===== src/rtl/core/aescbc_pkg.sv =====
// Package with AES tables, helper functions, and shared types for the CBC stream core.
package aescbc_pkg;

  localparam int BlockBytes = 16;
  localparam int CfgWidth = 64;
  localparam int CfgIdxWidth = 2;
  localparam int Rounds = 10;
  localparam int QueueDepth = 2;

  localparam logic [CfgIdxWidth-1:0] RegKeyHigh = 2'd0;
  localparam logic [CfgIdxWidth-1:0] RegKeyLow = 2'd1;
  localparam logic [CfgIdxWidth-1:0] RegIvHigh = 2'd2;
  localparam logic [CfgIdxWidth-1:0] RegIvLow = 2'd3;

  // Job handed from the collector to the cipher side.
  typedef enum logic {
    JobCipher = 1'b0,
    JobClear = 1'b1
  } job_kind_t;

  typedef struct packed {
    job_kind_t kind;
    logic [127:0] data;
    logic [4:0] count;
    logic eom;
    logic restart;
  } job_t;

  typedef enum logic [1:0] {
    BkIdle = 2'd0,
    BkRound = 2'd1,
    BkEmit = 2'd2
  } back_state_t;

  function automatic logic [7:0] sbox(input logic [7:0] a);
    logic [7:0] t [256];
    t = '{
      8'h63,8'h7c,8'h77,8'h7b,8'hf2,8'h6b,8'h6f,8'hc5,8'h30,8'h01,8'h67,8'h2b,8'hfe,8'hd7,8'hab,8'h76,
      8'hca,8'h82,8'hc9,8'h7d,8'hfa,8'h59,8'h47,8'hf0,8'had,8'hd4,8'ha2,8'haf,8'h9c,8'ha4,8'h72,8'hc0,
      8'hb7,8'hfd,8'h93,8'h26,8'h36,8'h3f,8'hf7,8'hcc,8'h34,8'ha5,8'he5,8'hf1,8'h71,8'hd8,8'h31,8'h15,
      8'h04,8'hc7,8'h23,8'hc3,8'h18,8'h96,8'h05,8'h9a,8'h07,8'h12,8'h80,8'he2,8'heb,8'h27,8'hb2,8'h75,
      8'h09,8'h83,8'h2c,8'h1a,8'h1b,8'h6e,8'h5a,8'ha0,8'h52,8'h3b,8'hd6,8'hb3,8'h29,8'he3,8'h2f,8'h84,
      8'h53,8'hd1,8'h00,8'hed,8'h20,8'hfc,8'hb1,8'h5b,8'h6a,8'hcb,8'hbe,8'h39,8'h4a,8'h4c,8'h58,8'hcf,
      8'hd0,8'hef,8'haa,8'hfb,8'h43,8'h4d,8'h33,8'h85,8'h45,8'hf9,8'h02,8'h7f,8'h50,8'h3c,8'h9f,8'ha8,
      8'h51,8'ha3,8'h40,8'h8f,8'h92,8'h9d,8'h38,8'hf5,8'hbc,8'hb6,8'hda,8'h21,8'h10,8'hff,8'hf3,8'hd2,
      8'hcd,8'h0c,8'h13,8'hec,8'h5f,8'h97,8'h44,8'h17,8'hc4,8'ha7,8'h7e,8'h3d,8'h64,8'h5d,8'h19,8'h73,
      8'h60,8'h81,8'h4f,8'hdc,8'h22,8'h2a,8'h90,8'h88,8'h46,8'hee,8'hb8,8'h14,8'hde,8'h5e,8'h0b,8'hdb,
      8'he0,8'h32,8'h3a,8'h0a,8'h49,8'h06,8'h24,8'h5c,8'hc2,8'hd3,8'hac,8'h62,8'h91,8'h95,8'he4,8'h79,
      8'he7,8'hc8,8'h37,8'h6d,8'h8d,8'hd5,8'h4e,8'ha9,8'h6c,8'h56,8'hf4,8'hea,8'h65,8'h7a,8'hae,8'h08,
      8'hba,8'h78,8'h25,8'h2e,8'h1c,8'ha6,8'hb4,8'hc6,8'he8,8'hdd,8'h74,8'h1f,8'h4b,8'hbd,8'h8b,8'h8a,
      8'h70,8'h3e,8'hb5,8'h66,8'h48,8'h03,8'hf6,8'h0e,8'h61,8'h35,8'h57,8'hb9,8'h86,8'hc1,8'h1d,8'h9e,
      8'he1,8'hf8,8'h98,8'h11,8'h69,8'hd9,8'h8e,8'h94,8'h9b,8'h1e,8'h87,8'he9,8'hce,8'h55,8'h28,8'hdf,
      8'h8c,8'ha1,8'h89,8'h0d,8'hbf,8'he6,8'h42,8'h68,8'h41,8'h99,8'h2d,8'h0f,8'hb0,8'h54,8'hbb,8'h16
    };
    return t[a];
  endfunction

  function automatic logic [7:0] xtime(input logic [7:0] a);
    return {a[6:0], 1'b0} ^ (a[7] ? 8'h1b : 8'h00);
  endfunction

  // Byte i of a 128-bit word sits in bits 127-8i down to 120-8i.
  function automatic logic [7:0] byte_of(input logic [127:0] w, input int i);
    return w[127 - 8*i -: 8];
  endfunction

  // One round of the key schedule.
  function automatic logic [127:0] key_step(input logic [127:0] k, input logic [7:0] rcon);
    logic [31:0] w0, w1, w2, w3, t;
    w0 = k[127:96];
    w1 = k[95:64];
    w2 = k[63:32];
    w3 = k[31:0];
    t = {sbox(w3[23:16]) ^ rcon, sbox(w3[15:8]), sbox(w3[7:0]), sbox(w3[31:24])};
    w0 = w0 ^ t;
    w1 = w1 ^ w0;
    w2 = w2 ^ w1;
    w3 = w3 ^ w2;
    return {w0, w1, w2, w3};
  endfunction

  // SubBytes, ShiftRows, optional MixColumns, then AddRoundKey.
  function automatic logic [127:0] aes_round(input logic [127:0] s, input logic [127:0] rk,
                                             input logic last);
    logic [7:0] t [16];
    logic [7:0] a0, a1, a2, a3, al;
    logic [127:0] o;
    for (int c = 0; c < 4; c++) begin
      for (int r = 0; r < 4; r++) begin
        t[c*4 + r] = sbox(byte_of(s, ((c + r) & 3) * 4 + r));
      end
    end
    if (!last) begin
      for (int c = 0; c < 4; c++) begin
        a0 = t[c*4];
        a1 = t[c*4 + 1];
        a2 = t[c*4 + 2];
        a3 = t[c*4 + 3];
        al = a0 ^ a1 ^ a2 ^ a3;
        t[c*4] = a0 ^ al ^ xtime(a0 ^ a1);
        t[c*4 + 1] = a1 ^ al ^ xtime(a1 ^ a2);
        t[c*4 + 2] = a2 ^ al ^ xtime(a2 ^ a3);
        t[c*4 + 3] = a3 ^ al ^ xtime(a3 ^ a0);
      end
    end
    for (int i = 0; i < 16; i++) begin
      o[127 - 8*i -: 8] = t[i];
    end
    return o ^ rk;
  endfunction

endpackage


===== src/rtl/core/aescbc_queue.sv =====
// Two-entry job queue between the collector and the cipher engine.
module aescbc_queue
  import aescbc_pkg::*;
(
  input  logic clk,
  input  logic rst,
  input  logic push,
  output logic not_full,
  input  job_t push_job,
  output logic not_empty,
  input  logic pop,
  output job_t head
);

  job_t slots [QueueDepth];
  logic wr_ptr, rd_ptr;
  logic [1:0] count;

  assign not_full = (count != 2'(QueueDepth));
  assign not_empty = (count != 2'd0);
  assign head = slots[rd_ptr];

  always_ff @(posedge clk) begin
    if (rst) begin
      wr_ptr <= 1'b0;
      rd_ptr <= 1'b0;
      count <= '0;
    end else begin
      if (push) wr_ptr <= ~wr_ptr;
      if (pop) rd_ptr <= ~rd_ptr;
      count <= count + {1'b0, push} - {1'b0, pop};
    end
  end

  always_ff @(posedge clk) begin
    if (push) begin
      slots[wr_ptr] <= push_job;
    end
  end

endmodule


===== config.mk =====
export PLATFORM = sky130hd
export DESIGN_NAME = aescbc_queue
export DESIGN_NICKNAME = d
export VERILOG_FILES = /design/src/rtl/core/aescbc_pkg.sv /design/src/rtl/core/aescbc_queue.sv
export SDC_FILE = /design/constraint.sdc
export NUM_CORES = 1
export LEC_CHECK = 0
export BUFFER_PORTS_ARGS = -buffer_cell sky130_fd_sc_hd__clkbuf_2
export CORE_AREA = 2 2 143 145
export CTS_CLUSTER_DIAMETER = 80
export DETAILED_ROUTE_END_ITERATION = 8
export DIE_AREA = 0 0 145 147
export GPL_ROUTABILITY_DRIVEN = 0
export GPL_TIMING_DRIVEN = 0
export PLACE_DENSITY = 0.83
export SYNTH_ARGS = -nofsm -noshare
export SYNTH_HDL_FRONTEND = slang
export SYNTH_SLANG_ARGS = --single-unit
export TNS_END_PERCENT = 10

===== constraint.sdc =====
create_clock -name clk -period 10.66 [get_ports clk]
set_input_delay 2.665 -clock clk [delete_from_list [all_inputs] [get_ports clk]]
set_output_delay 2.665 -clock clk [all_outputs]
set_load 0.01 [all_outputs]

### Word-level counts from Yosys, hierarchy flattened

Memory sizes are Yosys's and may differ from the RTL's. A register that Yosys moved wholly into a read port is not among the register bits.
Cells that the tools add are included.

* $add $sub $neg: 2
* equality and inequality tests: 1
* multiplexer cells: 4
* bitwise operators: 2
* reduce and logical (&&, ||, !) cells: 1

Operators with widths (count)
* $mux W1: 4
* $add A2 B1 Y2: 1
* $ne A2 B2 Y1 const B: 1
* $not A1 Y1: 2
* $reduce_bool A2 Y1: 1
* $sub A2 B1 Y2: 1

* register bits after elaboration: 4
* memory bits (writable): 272
* input bits: 140
* output and inout bits: 138
* word-level logic and storage cells: 14
* memories kept: 1

Memory list
* slots: words 2, width 136, rd ports 1, clocked after memory_dff 1, wr ports 1, RTL line aescbc_queue.sv:15 `job_t slots [QueueDepth];`

### Depth between registers and ports, before layout

* word-level depth: 3
* depth in mapped cells: 6
* depth with buffers taken out: 6

### Worst setup path before layout

No wires, ideal clock.

* kind: input port to flip-flop
* start point: in push
* end point: mem slots[0][0] in the netlist's numbering, enable pin
* library setup time: 0.649 ns
* data arrival time: 8.555 ns
* required time: 10.011 ns
* path slack: 1.456 ns
* stages: 1
* buffers on the path: 0
* cell sequence: nor2b_1

* word-level cells in the longest chain between the ends: 2

Ends and longest elaborated chain
* start, declared: RTL line aescbc_queue.sv:7 `input logic push,`
* $mux W1: RTL line aescbc_queue.sv:36 `if (push) begin`
* $mux W1 (not written as such): RTL line aescbc_queue.sv:37 `slots[wr_ptr] <= push_job;`
* end, declared: RTL line aescbc_queue.sv:15

No other way between the ends.

==> summary.md <==
| Metric | Value |
|---|---|
| Status | finished, final reports clean |
| Synth Area in Compound Gates | 0 |
| Die footprint | roughly 0.021 sq mm |
| R2r startpoint | wr_ptr |
| TritonCTS clock tree | built |
| Avg Inst Size Synth | approximately 23 sq um |
| Synth Area in Simple Gates | 0.00430 |
| Seq/Total Area, Yosys | 0.812 |
| Filler Cell Count | about 1400 |
| Post-route minimum period | ~4.5 ns |
| Final antenna-violating net count | 0 |
| Total number of vias | about 5200 |
| First-pass GRT wire length | roughly 30000 um |
| Crit start category | register |
| Layout Cells excl Fill | between 1000 and 1500 |
| # nets final | 899 |
| CP Cell Sequence | buf_6 > buf_6 > buf_6 > mux2_4 > clkbuf_2 |
| Starting Density | 0.513 |
| Req. time, crit path | roughly 8.0 ns |
| Peak Freq | about 0.22 GHz |
| CP most frequent cell | buf_6 |
| Setup CP Type | register to primary output |
| Reg clk slew, reported paths | around 0.060 ns |
| WL final | between 15000 and 20000 um |
| Largest family of logic cells by synthesized area | multiplexers |
| Final hold vios | 0 |
| Adder-Cell Fraction of Synth Area | 0.00246 |
| Gr usage total | 0.178 |
| Layout overhead on the synthesized area | 26.4% |
| Cells after synthesis | between 400 and 500 |
| Pint | ~0.0019 W |
| Initial DRC count | 260 |
| Most frequent cells in the layout | clkbuf_2, edfxtp_1, mux2_2 |
| Multi-input logic area | 0.00180 sq mm |
| Final setup fails | 0 |
| Num CTS Buffers | 28 |
| Share of cells above drive strength 1 | 0.608 |
| Setup Buffers After CTS | 0 |
| Number of antenna violations at the first check in global routing | 2 |
| Pwr/cell area | 190 mW/mm^2 |
| Core area | 0.0198 sq mm |
| XOR/XNOR Fraction of Synth Area | 0.00393 |
| Vias in the first global route | roughly 5600 |
| CP max stage delay | approximately 0.33 ns |
| Slowest cell on crit path | mux2_4 |
| Commonest non-fill, non-tap cell in the layout | clkbuf_2 |
| Sw Pwr | around 0.00054 W |
| # IOs | 278 |
| CP Capture Type | primary output |
| Min-delay worst type | register to register |
| Crit path arrival time | approximately 1.9 ns |
| Area post-placement | 0.0120 sq mm |
| Pin count of the biggest net entering global routing | 61 |
| Drt drc | 0 |
| Cell leakage power | around 5.0 nW |
| CTS resizes | 0 |
| Die Y-Extent | around 150 um |
| HP Start | rd_ptr |
| Max Fanout on Critical Path | 10 |
| Placed insts | between 900 and 1000 |
| Worst IR drop on VDD | roughly 150 uV |
| Synth warn | 0 |
| Multiplexer share of the synthesized area | 0.165 |
| Via density | 4.96 |
| DP Wirelength | 13200 um |
| Root Driver | clkbuf_16 |
| Unique masters post-synth | 15 |
| Final Max Slew Viols | 0 |
| Port Buf Inserts | roughly 280 |
| Final period util | 0.426 |
| Reg power frac | 0.528 |
| Max_slew headroom | 0.452 |
| CTS Hold Bufs | 0 |
| Clk_lat worst skew | approximately 0.52 ns |
| Register area | just over 0.008 sq mm |
| Die width | approximately 150 um |
| Worst-Margin Slew | between 0.8 and 0.9 ns |
| Drt wl/cell | around 18 um |
| Clock Skews | approximately 0.0068 ns |
| Grt total ovfl | 0 |
| #FFs+latches synth | between 200 and 300 |
| Switching Share | 0.220 |
| Clk pwr share | 0.354 |
| Final Util | 0.648 |
| Row cnt | 52 |
| Count of TritonRoute iterations in the first routing pass | 4 |
| Max clock buf depth | 3 |
| Unrepaired setup endpoints after global routing | false |
| Synth Cell Area | approximately 0.01 sq mm |
| CTS H-tree depth | 1 |
| Combinational Power Share | 0.119 |
| Max-cap violations | 0 |
| Syn Nets | a little under 600 |
| Finished Cell Area | ~0.013 sq mm |
| Clock Sinks | roughly 280 |
| Hold WS | ~0.52 ns |
power by group through the flow:
stage                     Clock [W]  Sequential [W]  Combinational, W
after floorplan                   0         0.00132          0.000165
after global placement            0         0.00133          0.000278
after detailed placement          0         0.00131          0.000294
after CTS                  0.000884         0.00129          0.000296
after global routing       0.000924         0.00129          0.000313
final                      0.000863         0.00129          0.000290
stage by stage:
step	worst slack, ns	power (W)	setup TNS [ns]
global route	6.01	0.00253	0
floorplan	1.46	0.00148	0
CTS	6.06	0.00247	0
global placement	-2.14	0.00160	-290.39
detailed placement	6.23	0.00160	0
finish	6.11	0.00244	0
synthesized netlist by cell type, drive strengths merged:
cell type | count | area, sq um
and2 | 1 | 6.26
nor2 | 4 | 15.0
mux2 | 136 | 1680
edfxtp | 272 | 8170
nand2 | 1 | 3.75
dfxtp | 5 | 100
or2 | 1 | 6.26
ha | 2 | 25.0
buf | 15 | 113
nor2b | 2 | 12.5
inv | 2 | 7.51
xnor3 | 1 | 22.5
xnor2 | 2 | 17.5
per-layer routing:
metal	share of wire	wire length, um	vias to the layer above	global-route usage
met4	0.026	495	0	0.0569
met1	0.37	7100	2543	0.204
met5	0	0	-	0
met2	0.52	9950	220	0.319
met3	0.091	1760	36	0.0581
li1	-	-	2397	-
worst max-delay path: cells and delay by family, from the launching register on:
kind / cells / cell delay [ns]
buf+inv: 4 / 0.69
flops: 1 / 0.32
mux: 1 / 0.33
worst paths after layout:
kind	cells past startpoint	slack [ns]	to
max	5	6.11	head[112]
min	2	0.52	rd_ptr
max reg2reg	3	8.78	slots[0][135]
min reg2reg	2	0.52	rd_ptr
state kept, by name, indices dropped and copies added (netlist names), named ones only:
signal  flops
wr_ptr      1
count       2
slots     272
rd_ptr      1
cell families after synthesis:
logic type / count (synthesis)
buffers and inverters: 17
multiplexers: 136
XOR/XNOR: 3
flip-flops: 277
AND/OR/NAND/NOR: 9
adder cells (fa/ha/maj): 2
cell type report:
| type | count | share of cell area |
|---|---|---|
| antenna | 1 | 0.000194 |
| tap | 270 | 0.0263 |
| buffer | 15 | 0.00875 |
| multi-input combinational | 150 | 0.140 |
| clock buffer | 33 | 0.0576 |
| timing repair buffer | 283 | 0.118 |
| clock inverter | 16 | 0.00583 |
| sequential | 277 | 0.643 |
| inverter | 2 | 0.000583 |
Power figures use the tool's default switching activity.
