==> config.mk <==
export PLATFORM = sky130hd
export DESIGN_NAME = aescbc_front_flat
export DESIGN_NICKNAME = d
export VERILOG_FILES = /design/src/rtl/core/aescbc_pkg.sv /design/src/rtl/core/aescbc_if.sv /design/src/rtl/core/aescbc_front.sv /design/src/flat_wrapper.sv
export SDC_FILE = /design/constraint.sdc
export NUM_CORES = 1
export LEC_CHECK = 0
export ABC_CLOCK_PERIOD_IN_PS = 4000
export BUFFER_PORTS_ARGS = -buffer_cell sky130_fd_sc_hd__buf_2
export CELL_PAD_IN_SITES_DETAIL_PLACEMENT = 0
export CELL_PAD_IN_SITES_GLOBAL_PLACEMENT = 2
export CORE_ASPECT_RATIO = 1.25
export CORE_UTILIZATION = 30
export CTS_CLUSTER_SIZE = 8
export DETAILED_ROUTE_END_ITERATION = 6
export PLACE_DENSITY = 0.75
export SLEW_MARGIN = 20
export SYNTH_ARGS = -nofsm -noshare
export SYNTH_HDL_FRONTEND = slang
export SYNTH_SLANG_ARGS = --single-unit
==> constraint.sdc <==
create_clock -name clk -period 4 [get_ports clk]
set_input_delay 0.8 -clock clk [delete_from_list [all_inputs] [get_ports clk]]
set_output_delay 0.8 -clock clk [all_outputs]
set_load 0.03 [all_outputs]
==> src/rtl/core/aescbc_pkg.sv <==
// Package with AES tables, helper functions, and shared types for the CBC stream core.
package aescbc_pkg;

  localparam int BlockBytes = 16;
  localparam int CfgWidth = 64;
  localparam int CfgIdxWidth = 2;
  localparam int Rounds = 10;
  localparam int QueueDepth = 2;

  localparam logic [CfgIdxWidth-1:0] RegKeyHigh = 2'd0;
  localparam logic [CfgIdxWidth-1:0] RegKeyLow = 2'd1;
  localparam logic [CfgIdxWidth-1:0] RegIvHigh = 2'd2;
  localparam logic [CfgIdxWidth-1:0] RegIvLow = 2'd3;

  // Job handed from the collector to the cipher side.
  typedef enum logic {
    JobCipher = 1'b0,
    JobClear = 1'b1
  } job_kind_t;

  typedef struct packed {
    job_kind_t kind;
    logic [127:0] data;
    logic [4:0] count;
    logic eom;
    logic restart;
  } job_t;

  typedef enum logic [1:0] {
    BkIdle = 2'd0,
    BkRound = 2'd1,
    BkEmit = 2'd2
  } back_state_t;

  function automatic logic [7:0] sbox(input logic [7:0] a);
    logic [7:0] t [256];
    t = '{
      8'h63,8'h7c,8'h77,8'h7b,8'hf2,8'h6b,8'h6f,8'hc5,8'h30,8'h01,8'h67,8'h2b,8'hfe,8'hd7,8'hab,8'h76,
      8'hca,8'h82,8'hc9,8'h7d,8'hfa,8'h59,8'h47,8'hf0,8'had,8'hd4,8'ha2,8'haf,8'h9c,8'ha4,8'h72,8'hc0,
      8'hb7,8'hfd,8'h93,8'h26,8'h36,8'h3f,8'hf7,8'hcc,8'h34,8'ha5,8'he5,8'hf1,8'h71,8'hd8,8'h31,8'h15,
      8'h04,8'hc7,8'h23,8'hc3,8'h18,8'h96,8'h05,8'h9a,8'h07,8'h12,8'h80,8'he2,8'heb,8'h27,8'hb2,8'h75,
      8'h09,8'h83,8'h2c,8'h1a,8'h1b,8'h6e,8'h5a,8'ha0,8'h52,8'h3b,8'hd6,8'hb3,8'h29,8'he3,8'h2f,8'h84,
      8'h53,8'hd1,8'h00,8'hed,8'h20,8'hfc,8'hb1,8'h5b,8'h6a,8'hcb,8'hbe,8'h39,8'h4a,8'h4c,8'h58,8'hcf,
      8'hd0,8'hef,8'haa,8'hfb,8'h43,8'h4d,8'h33,8'h85,8'h45,8'hf9,8'h02,8'h7f,8'h50,8'h3c,8'h9f,8'ha8,
      8'h51,8'ha3,8'h40,8'h8f,8'h92,8'h9d,8'h38,8'hf5,8'hbc,8'hb6,8'hda,8'h21,8'h10,8'hff,8'hf3,8'hd2,
      8'hcd,8'h0c,8'h13,8'hec,8'h5f,8'h97,8'h44,8'h17,8'hc4,8'ha7,8'h7e,8'h3d,8'h64,8'h5d,8'h19,8'h73,
      8'h60,8'h81,8'h4f,8'hdc,8'h22,8'h2a,8'h90,8'h88,8'h46,8'hee,8'hb8,8'h14,8'hde,8'h5e,8'h0b,8'hdb,
      8'he0,8'h32,8'h3a,8'h0a,8'h49,8'h06,8'h24,8'h5c,8'hc2,8'hd3,8'hac,8'h62,8'h91,8'h95,8'he4,8'h79,
      8'he7,8'hc8,8'h37,8'h6d,8'h8d,8'hd5,8'h4e,8'ha9,8'h6c,8'h56,8'hf4,8'hea,8'h65,8'h7a,8'hae,8'h08,
      8'hba,8'h78,8'h25,8'h2e,8'h1c,8'ha6,8'hb4,8'hc6,8'he8,8'hdd,8'h74,8'h1f,8'h4b,8'hbd,8'h8b,8'h8a,
      8'h70,8'h3e,8'hb5,8'h66,8'h48,8'h03,8'hf6,8'h0e,8'h61,8'h35,8'h57,8'hb9,8'h86,8'hc1,8'h1d,8'h9e,
      8'he1,8'hf8,8'h98,8'h11,8'h69,8'hd9,8'h8e,8'h94,8'h9b,8'h1e,8'h87,8'he9,8'hce,8'h55,8'h28,8'hdf,
      8'h8c,8'ha1,8'h89,8'h0d,8'hbf,8'he6,8'h42,8'h68,8'h41,8'h99,8'h2d,8'h0f,8'hb0,8'h54,8'hbb,8'h16
    };
    return t[a];
  endfunction

  function automatic logic [7:0] xtime(input logic [7:0] a);
    return {a[6:0], 1'b0} ^ (a[7] ? 8'h1b : 8'h00);
  endfunction

  // Byte i of a 128-bit word sits in bits 127-8i down to 120-8i.
  function automatic logic [7:0] byte_of(input logic [127:0] w, input int i);
    return w[127 - 8*i -: 8];
  endfunction

  // One round of the key schedule.
  function automatic logic [127:0] key_step(input logic [127:0] k, input logic [7:0] rcon);
    logic [31:0] w0, w1, w2, w3, t;
    w0 = k[127:96];
    w1 = k[95:64];
    w2 = k[63:32];
    w3 = k[31:0];
    t = {sbox(w3[23:16]) ^ rcon, sbox(w3[15:8]), sbox(w3[7:0]), sbox(w3[31:24])};
    w0 = w0 ^ t;
    w1 = w1 ^ w0;
    w2 = w2 ^ w1;
    w3 = w3 ^ w2;
    return {w0, w1, w2, w3};
  endfunction

  // SubBytes, ShiftRows, optional MixColumns, then AddRoundKey.
  function automatic logic [127:0] aes_round(input logic [127:0] s, input logic [127:0] rk,
                                             input logic last);
    logic [7:0] t [16];
    logic [7:0] a0, a1, a2, a3, al;
    logic [127:0] o;
    for (int c = 0; c < 4; c++) begin
      for (int r = 0; r < 4; r++) begin
        t[c*4 + r] = sbox(byte_of(s, ((c + r) & 3) * 4 + r));
      end
    end
    if (!last) begin
      for (int c = 0; c < 4; c++) begin
        a0 = t[c*4];
        a1 = t[c*4 + 1];
        a2 = t[c*4 + 2];
        a3 = t[c*4 + 3];
        al = a0 ^ a1 ^ a2 ^ a3;
        t[c*4] = a0 ^ al ^ xtime(a0 ^ a1);
        t[c*4 + 1] = a1 ^ al ^ xtime(a1 ^ a2);
        t[c*4 + 2] = a2 ^ al ^ xtime(a2 ^ a3);
        t[c*4 + 3] = a3 ^ al ^ xtime(a3 ^ a0);
      end
    end
    for (int i = 0; i < 16; i++) begin
      o[127 - 8*i -: 8] = t[i];
    end
    return o ^ rk;
  endfunction

endpackage

==> src/rtl/core/aescbc_if.sv <==
// Valid/ready stream interfaces for the input bytes and the result bytes.
interface aescbc_in_if;
  logic valid;
  logic ready;
  logic [7:0] data_byte;
  logic end_of_message;
  modport source (output valid, data_byte, end_of_message, input ready);
  modport sink (input valid, data_byte, end_of_message, output ready);
endinterface


==> src/rtl/core/aescbc_front.sv <==
// Byte collector: gathers bytes into blocks and issues cipher or clear jobs.
module aescbc_front
  import aescbc_pkg::*;
(
  input  logic clk,
  input  logic rst,
  aescbc_in_if.sink in_ch,
  output logic job_valid,
  input  logic job_ready,
  output job_t job
);

  logic [127:0] buffer;
  logic [3:0] fill_count;
  logic [127:0] buffer_next;
  logic take;
  logic full;

  // A byte is taken only when the job it might produce can be queued.
  assign in_ch.ready = job_ready;
  assign take = in_ch.valid && in_ch.ready;
  assign full = (fill_count == 4'(BlockBytes - 1));

  always_comb begin
    buffer_next = buffer;
    buffer_next[127 - 8*fill_count -: 8] = in_ch.data_byte;
  end

  always_comb begin
    job.kind = full ? JobCipher : JobClear;
    job.data = buffer_next;
    job.count = {1'b0, fill_count} + 5'd1;
    job.eom = in_ch.end_of_message;
    job.restart = in_ch.end_of_message;
    job_valid = take && (full || in_ch.end_of_message);
  end

  always_ff @(posedge clk) begin
    if (rst) begin
      fill_count <= '0;
    end else if (take) begin
      fill_count <= (full || in_ch.end_of_message) ? 4'd0 : fill_count + 4'd1;
    end
  end

  always_ff @(posedge clk) begin
    if (take) begin
      buffer <= buffer_next;
    end
  end

endmodule

==> src/flat_wrapper.sv <==
// flat-port wrapper written by rule: the top's interface ports become plain ports
module aescbc_front_flat import aescbc_pkg::*;
  (clk, rst, job_valid, job_ready, job, in_ch_valid, in_ch_data_byte, in_ch_end_of_message, in_ch_ready);
  aescbc_in_if in_ch_i ();
  input  logic clk;
  input  logic rst;
  output logic job_valid;
  input  logic job_ready;
  output job_t job;
  input wire logic [$bits(in_ch_i.valid)-1:0] in_ch_valid;
  input wire logic [$bits(in_ch_i.data_byte)-1:0] in_ch_data_byte;
  input wire logic [$bits(in_ch_i.end_of_message)-1:0] in_ch_end_of_message;
  output wire logic [$bits(in_ch_i.ready)-1:0] in_ch_ready;
  assign in_ch_i.valid = in_ch_valid;
  assign in_ch_i.data_byte = in_ch_data_byte;
  assign in_ch_i.end_of_message = in_ch_end_of_message;
  assign in_ch_ready = in_ch_i.ready;
  aescbc_front u_core (.clk(clk), .rst(rst), .in_ch(in_ch_i), .job_valid(job_valid), .job_ready(job_ready), .job(job));
endmodule
# After elaboration in Yosys (flattened, before gate mapping)
# Cells that the tools add are included.
[classes]
add_sub_neg = 4
n_eq_ne = 1
n_shift = 2
n_mux = 3
reduce_logical = 3
[ops]
columns = ["op", "count"]
rows = [
  ["$shift A8 B34 Y135 const A", 1],
  ["$shiftx A8 B34 Y135", 1],
  ["$bwmux W128", 1],
  ["$neg A32 Y34", 1],
  ["$sub A7 B7 Y8 const A", 1],
  ["$add A4 B1 Y5 const B", 1],
  ["$add A4 B1 Y4 const B", 1],
  ["$eq A4 B4 Y1 const B", 1],
  ["$mux W4", 1],
  ["$logic_and A1 B1 Y1", 2],
  ["$logic_or A1 B1 Y1", 1],
  ["$mux W1", 1],
]
[word_totals]
regBits = 132
inputBits = 13
out_inout_bits = 138
wordCells = 15

# Depth between registers and ports, before layout
# Gate-level depths: netlist of the first run.
[depth]
word_depth = 4
depth_mapped = 8
mapped_depth_nobuf = 5

# Least setup slack after synthesis of the first run
# OpenSTA, ideal clock, no wires.
[synth_timing]
path_kind = "input to register"
start = "input port in_ch_valid"
end = "register u_core.fill_count[3]"
setup_ns = 0.080
arrival_time_ns = 3.914
required_ns = 3.920
slack_ns = 0.006
cell_stages = 4
path_buffers = 0
path_cell_list = "nand2_1 inv_1 nand4_1 a31oi_1"
[synth_via]
elab_chain_cells = 1
[synth_lines]
columns = ["element", "line_no", "text"]
rows = [
  ["start, declared", "flat_wrapper.sv:10", "input wire logic [$bits(in_ch_i.valid)-1:0] in_ch_valid;"],
  ["$logic_and A1 B1 Y1", "aescbc_front.sv:21", "assign take = in_ch.valid && in_ch.ready;"],
  ["via u_core.take", "aescbc_front.sv:16", "logic take;"],
  ["end signal, assigned", "aescbc_front.sv:42", "fill_count <= (full || in_ch.end_of_message) ? 4'd0 : fill_count + 4'd1;"],
  ["end, declared", "aescbc_front.sv:14", "logic [3:0] fill_count;"],
]
# The timed path passes the listed nets, and every way through them passes these cells.
# A chain may end at the register's enable or synchronous reset.

==> impl_metrics.tcl, run 1 <==
set metrics [dict create \
    status "finished with violations" \
    failed_checks "design-rule violations" \
    dp_hpwl_mm 11.1 \
    syn_area_sq_um 5710 \
    tritoncts "yes" \
    core_area_sq_um 18700 \
    track_usage_pct 16.6 \
    multi_input_area_sq_um 1580 \
    gp_congestion 0.761 \
    cp.required_ns 3.20 \
    ys.warnings.count 0 \
    crit_arrival_ns 2.53 \
    rows 56 \
    synthDistinctLibCells 26 \
    antenna_found_initial 0 \
    area_growth_pct 24.8 \
    synthAdderAreaFrac_pct 1.31 \
    die_w_microns 125 \
    synth_xor_area_share_pct 0.153 \
    vias 4167 \
    setup_slack_ns 0.669 \
    cts_buffer_depth 2 \
    synth_compound_area_share_pct 11.7 \
    cts_resized 0 \
    first_pass_iters 7 \
    post_drt_wl_per_cell_microns 17.6 \
    port_buffers 150 \
    met2_usage_pct 27.8 \
    syn_avg_cell_area_sq_um 11.2 \
    ios 151 \
    ff2ff_path_depth 4 \
    path_class "register to output pin" \
    use_met1_pct 20.5 \
    htreeDepth 4 \
    grt_max_degree 66 \
    globalRoute.busiestLayer "met2" \
    hold_violations 0 \
    p_leak_uw 0.00289 \
    synth_top_family_by_area "simple AND/OR/NAND/NOR gates" \
    drt_drc_violations_left 8 \
    fill_cells 1900 \
    max-vdd-ir-drop_mv 0.260 \
    cts_setup_buffers 0 \
    synthMuxAreaShare_pct 0 \
    path_clk_slew_ns 0.06 \
    fin_nets 670 \
    synth-simple-area-share_pct 14.5 \
    relSlewSlack_pct 57.3 \
    via_per_inst 4.66 \
    cp-end-kind "output pin" \
    post-route-period-util_pct 83.3 \
    drv_cap 0 \
    ys_ff_latch 132 \
    ant_nets 0 \
    die_area_sq_um 19600 \
    synth-seq-area-share_pct 68.7 \
    clock_latency_ns 0.41 \
    clock_sinks 132 \
    p_per_area_nw_per_um2 463 \
    fin_setup_tns_ns 0 \
    layout_min_cycle_time_ns 3.33 \
    syn_inst 510 \
    holdPathStages 2 \
    worstPathMaxFanout 16 \
    ctsRootBufferMaster "clkbuf_16" \
    dp_worst_setup_slack_ns 1.06 \
    drt_iter0_markers 247 \
    drt_wl_total_mm 15.8 \
    clock_skew_ns 0.0141 \
    syn_nets 529 \
    drive_gt1_share_pct 26.8 \
    slew_viol_final 0 \
    setup_viol 0 \
    die_y_microns 156 \
    worstMarginPinSlew_ns 0.639 \
    grt_util_met3_pct 3.73 \
    postCtsHoldBufs 0 \
    grt_pass1_vias 4068 \
    start_util_pct 30.5 \
    grt_overflow 0 \
    max_freq_mhz 300 \
    hp-class "register to register" \
    rsz0062_at_grt "no" \
    final-seq-area_sq_um 3920 \
    startpoint_type "register" \
    grt_pass1_wl_mm 23.9 \
    cts-buffers-inserted 17 \
    antenna_cells 0 \
]
[worst paths after layout]
check	from	to	slack, ns
worst max-delay path	u_core.fill_count[0]	job[114]	0.67
worst max register to register	u_core.fill_count[0]	u_core.buffer[107]	1.91
worst min-delay path	u_core.buffer[40]	u_core.buffer[40]	0.56
worst min register to register	u_core.buffer[40]	u_core.buffer[40]	0.56
[per-stage QoR]
stage | cells | utilization, % | hold slack [ns] | area (sq um) | total power (uW)
5_1_grt | 895 | 38.1 | 0.585 | 7120 | 3410
3_3_place_gp | 864 | 35.3 | 0.539 | 6600 | 1920
4_1_cts | 895 | 38.1 | 0.562 | 7120 | 3340
2_1_floorplan | 510 | - | 0.519 | 5710 | 1820
6_report | 895 | 38.1 | 0.562 | 7120 | 3300
3_5_place_dp | 864 | 35.3 | 0.550 | 6600 | 1930
[area by class of cell]
cell class                 count  share of cell area (%)
clock inverter                12                    1.28
timing repair buffer         152                    10.9
clock buffer                  19                    6.08
inverter                       6                   0.351
tap                          232                    4.08
multi-input combinational    342                    22.2
sequential                   132                    55.1
[cell usage after synthesis]
cell type  instances  area, sq um
edfxtp_1         128         3840
clkbuf_1          16         60.1
o21ai_0          123          616
nor2b_1            2         12.5
buf_4              4         30.0
a31oi_1            2         12.5
a21oi_1            3         15.0
nand3_1            8         40.0
buf_6              5         56.3
or3b_1             3         26.3
buf_2              2         10.0
o21ai_1            5         25.0
nand2_1          175          657
or4_1              1         7.51
and3b_1            1         8.76
nand3b_1           6         45.0
xnor2_1            1         8.76
clkbuf_2           2         10.0
nor2_1             2         7.51
and3_1             1         6.26
buf_8              1         15.0
ha_1               6         75.1
inv_1              6         22.5
nand4_1            1         6.26
dfxtp_1            4         80.1
nand2b_1           2         12.5
[layout by cell type (no fill, tap or decap)]
cell / n
nand2_1: 175
buf_2: 150
edfxtp_1: 128
o21ai_0: 123
clkbuf_16: 17
nand3_1: 8
nand3b_1: 6
ha_1: 6
inv_1: 5
o21ai_1: 5
clkinv_1: 4
dfxtp_1: 4
or3b_1: 3
a21oi_1: 3
clkinvlp_4: 3
clkinv_2: 3
nor2_1: 2
nor2b_1: 2
nand2b_1: 2
a31oi_1: 2
clkbuf_1: 2
inv_4: 1
xnor2_1: 1
and3b_1: 1
and3_1: 1
or4_1: 1
nand4_1: 1
clkinv_4: 1
bufinv_16: 1
buf_12: 1
buf_4: 1
[critical path, cell delays in order (launching register included)]
cell,delay (ns)
dfxtp_1,0.41
inv_1,0.17
ha_1,0.23
or3b_1,0.57
o21ai_0,0.45
buf_2,0.28
[flip-flops by register name (all words and copies together), names as in the netlist]
name	count
u_core.buffer	128
u_core.fill_count	4
[routing by layer]
| metal | part of all wire [%] | vias up |
|---|---|---|
| li1 | - | 2098 |
| met1 | 44 | 1936 |
| met2 | 50 | 120 |
| met3 | 4.9 | 13 |
| met4 | 1.3 | 0 |
| met5 | 0 | - |
[kinds of logic (layout without fill, tap and decap cells)]
group | Yosys count | count (layout)
adder cells (fa/ha/maj) | 6 | 6
buffers and inverters | 36 | 189
AND/OR/NAND/NOR | 202 | 202
XOR/XNOR | 1 | 1
AO/OA/AOI/OAI | 133 | 133
flip-flops | 132 | 132
[power by group]
| part | internal, uW | total, uW | switching [uW] |
|---|---|---|---|
| combinational | 66.0 | 305 | 239 |
| clock | 838 | 1400 | 565 |
| sequential | 1580 | 1590 | 14.6 |
Power figures use the tool's default switching activity.
==> inputs of run 2 (changes only) <==
- ABC_AREA: unset -> 1
- ABC_CLOCK_PERIOD_IN_PS: 4000 -> 2880
- clock period: 4 -> 2.88 ns (I/O delays scaled with it)
==> impl_metrics.tcl, run 2 <==
set metrics [dict create \
    drt_drc_violations_left 0 \
    cts-buffers-inserted 17 \
    p_per_area_nw_per_um2 617 \
    finalNonFillerCells 1044 \
    drt_iter0_markers 369 \
    synth-seq-area-share_pct 63.5 \
    hp-class "input port to register" \
    path_clk_slew_ns 0.05 \
    syn_avg_cell_area_sq_um 10.4 \
    syn_nets 613 \
    path_class "register to output pin" \
    postCtsHoldBufs 0 \
    final_util_pct 39.6 \
    track_usage_pct 17.1 \
    hold_violations 0 \
    die_y_microns 162 \
    cp-end-kind "output pin" \
    synth_most_common_cell "nand2_1" \
    grt_pass1_vias 4654 \
    relSlewSlack_pct 59.5 \
    syn_area_sq_um 6180 \
    slew_viol_final 0 \
    drive_gt1_share_pct 29.7 \
    final-seq-area_sq_um 3930 \
    die_w_microns 130 \
    cp_num_buf_inv 2 \
    final_common_cell "nand2_1" \
    antenna_cells 0 \
    async_reset_ff_share_pct 0 \
    startpoint_type "register" \
    clock_skew_ns 0.00964 \
    vias 4782 \
    max_freq_mhz 359 \
    rows 58 \
    core_area_sq_um 20200 \
    htreeDepth 4 \
    slowest_delay_ns 0.39 \
    rsz0062_at_grt "yes" \
    path_delay_family "buffers and inverters" \
    port_buffers 150 \
    yosysTopAreaCellShare_pct 62.2 \
    synth_edf_count 128 \
    largest_reg_flops 128 \
    ctsRootBufferMaster "clkbuf_16" \
    multi_input_area_sq_um 1890 \
    grt_overflow 0 \
    top_register "u_core.buffer" \
    synthDistinctLibCells 28 \
    ys.warnings.count 0 \
    die_area_sq_um 21200 \
    area_growth_pct 29.4 \
    cp_cell_sequence "buf_4, ha_1, ha_1, nand2_2, o21ai_1, buf_2" \
    gp_congestion 0.765 \
    fill_cells 2059 \
    antenna_found_initial 0 \
    synthTopCellsByCount "189 x nand2_1, 128 x edfxtp_1, 87 x o21ai_0" \
    layout_common_cells "185 x nand2_1, 150 x buf_2, 128 x edfxtp_1, 54 x o21ai_0, 48 x inv_1" \
    max-vdd-ir-drop_mv 0.377 \
    layout_min_cycle_time_ns 2.79 \
    worstPathMaxFanout 16 \
    first_pass_iters 7 \
    setup_viol 0 \
    clock_sinks 132 \
    drv_cap 0 \
    grt_max_degree 85 \
    ys_top_cells_by_area "edfxtp_1 62%, nand2_1 11%, o21ai_0 7.0%" \
    dp_hpwl_mm 12.1 \
    via_per_inst 4.58 \
    status "finished, final reports clean" \
    crit_path_frequent_cell "ha_1" \
    cts_buffer_depth 2 \
    post_drt_wl_per_cell_microns 16.8 \
    drt_wl_total_mm 17.5 \
    ys_ff_latch 132 \
    ios 151 \
    worstMarginPinSlew_ns 0.607 \
    cp.required_ns 2.30 \
    start_util_pct 30.6 \
    syn_inst 594 \
    reg_top3 "u_core.buffer: 128 flops, u_core.fill_count: 4 flops" \
    ant_nets 0 \
    dp.cells 1002 \
    crit_arrival_ns 2.21 \
    fin_nets 781 \
    dominantRegCellSynth "edfxtp_1" \
    p_leak_uw 0.00328 \
    slowest_stage "dfxtp_1" \
    post-route-period-util_pct 96.8 \
    synth_top_area_cell "edfxtp_1" \
    grt_pass1_wl_mm 26.4 \
    clock_latency_ns 0.42 \
    tritoncts "yes" \
]
-- run 2: cell count changes after synthesis, moves of 14 or more --
cell / before / now
inv_1: 6 / 51
o21ai_0: 123 / 87
nand2_1: 175 / 189
nor2_1: 2 / 26
clkbuf_1: 16 / 0
o21a_1: 0 / 16
-- run 2: report_power, final --
| group | switching, uW | internal, uW | leakage [uW] |
|---|---|---|---|
| logic | 377 | 122 | 0.00175 |
| clock network | 795 | 1430 | 0.000287 |
| registers | 19.1 | 2190 | 0.00124 |
-- run 2: worst register-to-register path, stage by stage (launching register included) --
cell	delay, ns
dfxtp_1	0.39
buf_4	0.20
ha_1	0.22
ha_1	0.23
nand2_2	0.20
nand2_1	0.12
o21ai_0	0.11
-- run 2: worst paths after layout --
path / startpoint / to / slack [ns] / depth (start not counted)
max reg2reg: u_core.fill_count[0] / u_core.buffer[34] / 1.14 / 6
max: u_core.fill_count[0] / job[103] / 0.09 / 6
min reg2reg: u_core.buffer[23] / u_core.buffer[23] / 0.55 / 2
min: rst / u_core.fill_count[2] / 0.36 / 2
-- run 2: area by class of cell --
cell class,instances,area share [%]
clock inverters,13,2.07
clock buffers,18,5.37
flip-flops and latches,132,49.1
inverters,55,2.75
multi-input cells,381,23.7
well taps,270,4.23
repair buffers,175,12.8
-- run 2: layer usage --
layer | wire [microns] | GRT usage [%]
met1 | 7480 | 21.6
met2 | 8820 | 28.6
met3 | 930 | 3.75
met4 | 318 | 6.22
met5 | 0 | 0
-- run 2: cells by family after synthesis --
logic type / after synthesis / synth area share [%]
DFF: 132 / 63.5
AOI/OAI and AO/OA: 125 / 10.9
buffers and inverters: 82 / 6.42
and+or+nand+nor: 249 / 17.9
adders and majority gates: 6 / 1.22
-- run 2: stage by stage --
step	worst slack, ns	hold WS (ns)	setup TNS, ns	cell area, sq um	power [uW]
floorplan	-0.225	0.645	-6.42	6200	2580
finish	0.0911	0.364	0	8000	4930
detailed placement	0.350	0.536	0	7230	2750
global placement	0.355	0.528	0	7230	2740
CTS	-0.0481	0.346	-0.0975	7880	4990
global route	-0.0200	0.355	-0.0651	8000	5130
-- run 2: repair_timing --
item,4_1_cts,5_1_grt
hold endpoints to repair,0,0
buffers inserted,3,7
setup endpoints to repair,15,86
pin swaps,3,5
gates cloned,0,1
gates resized for setup,3,21
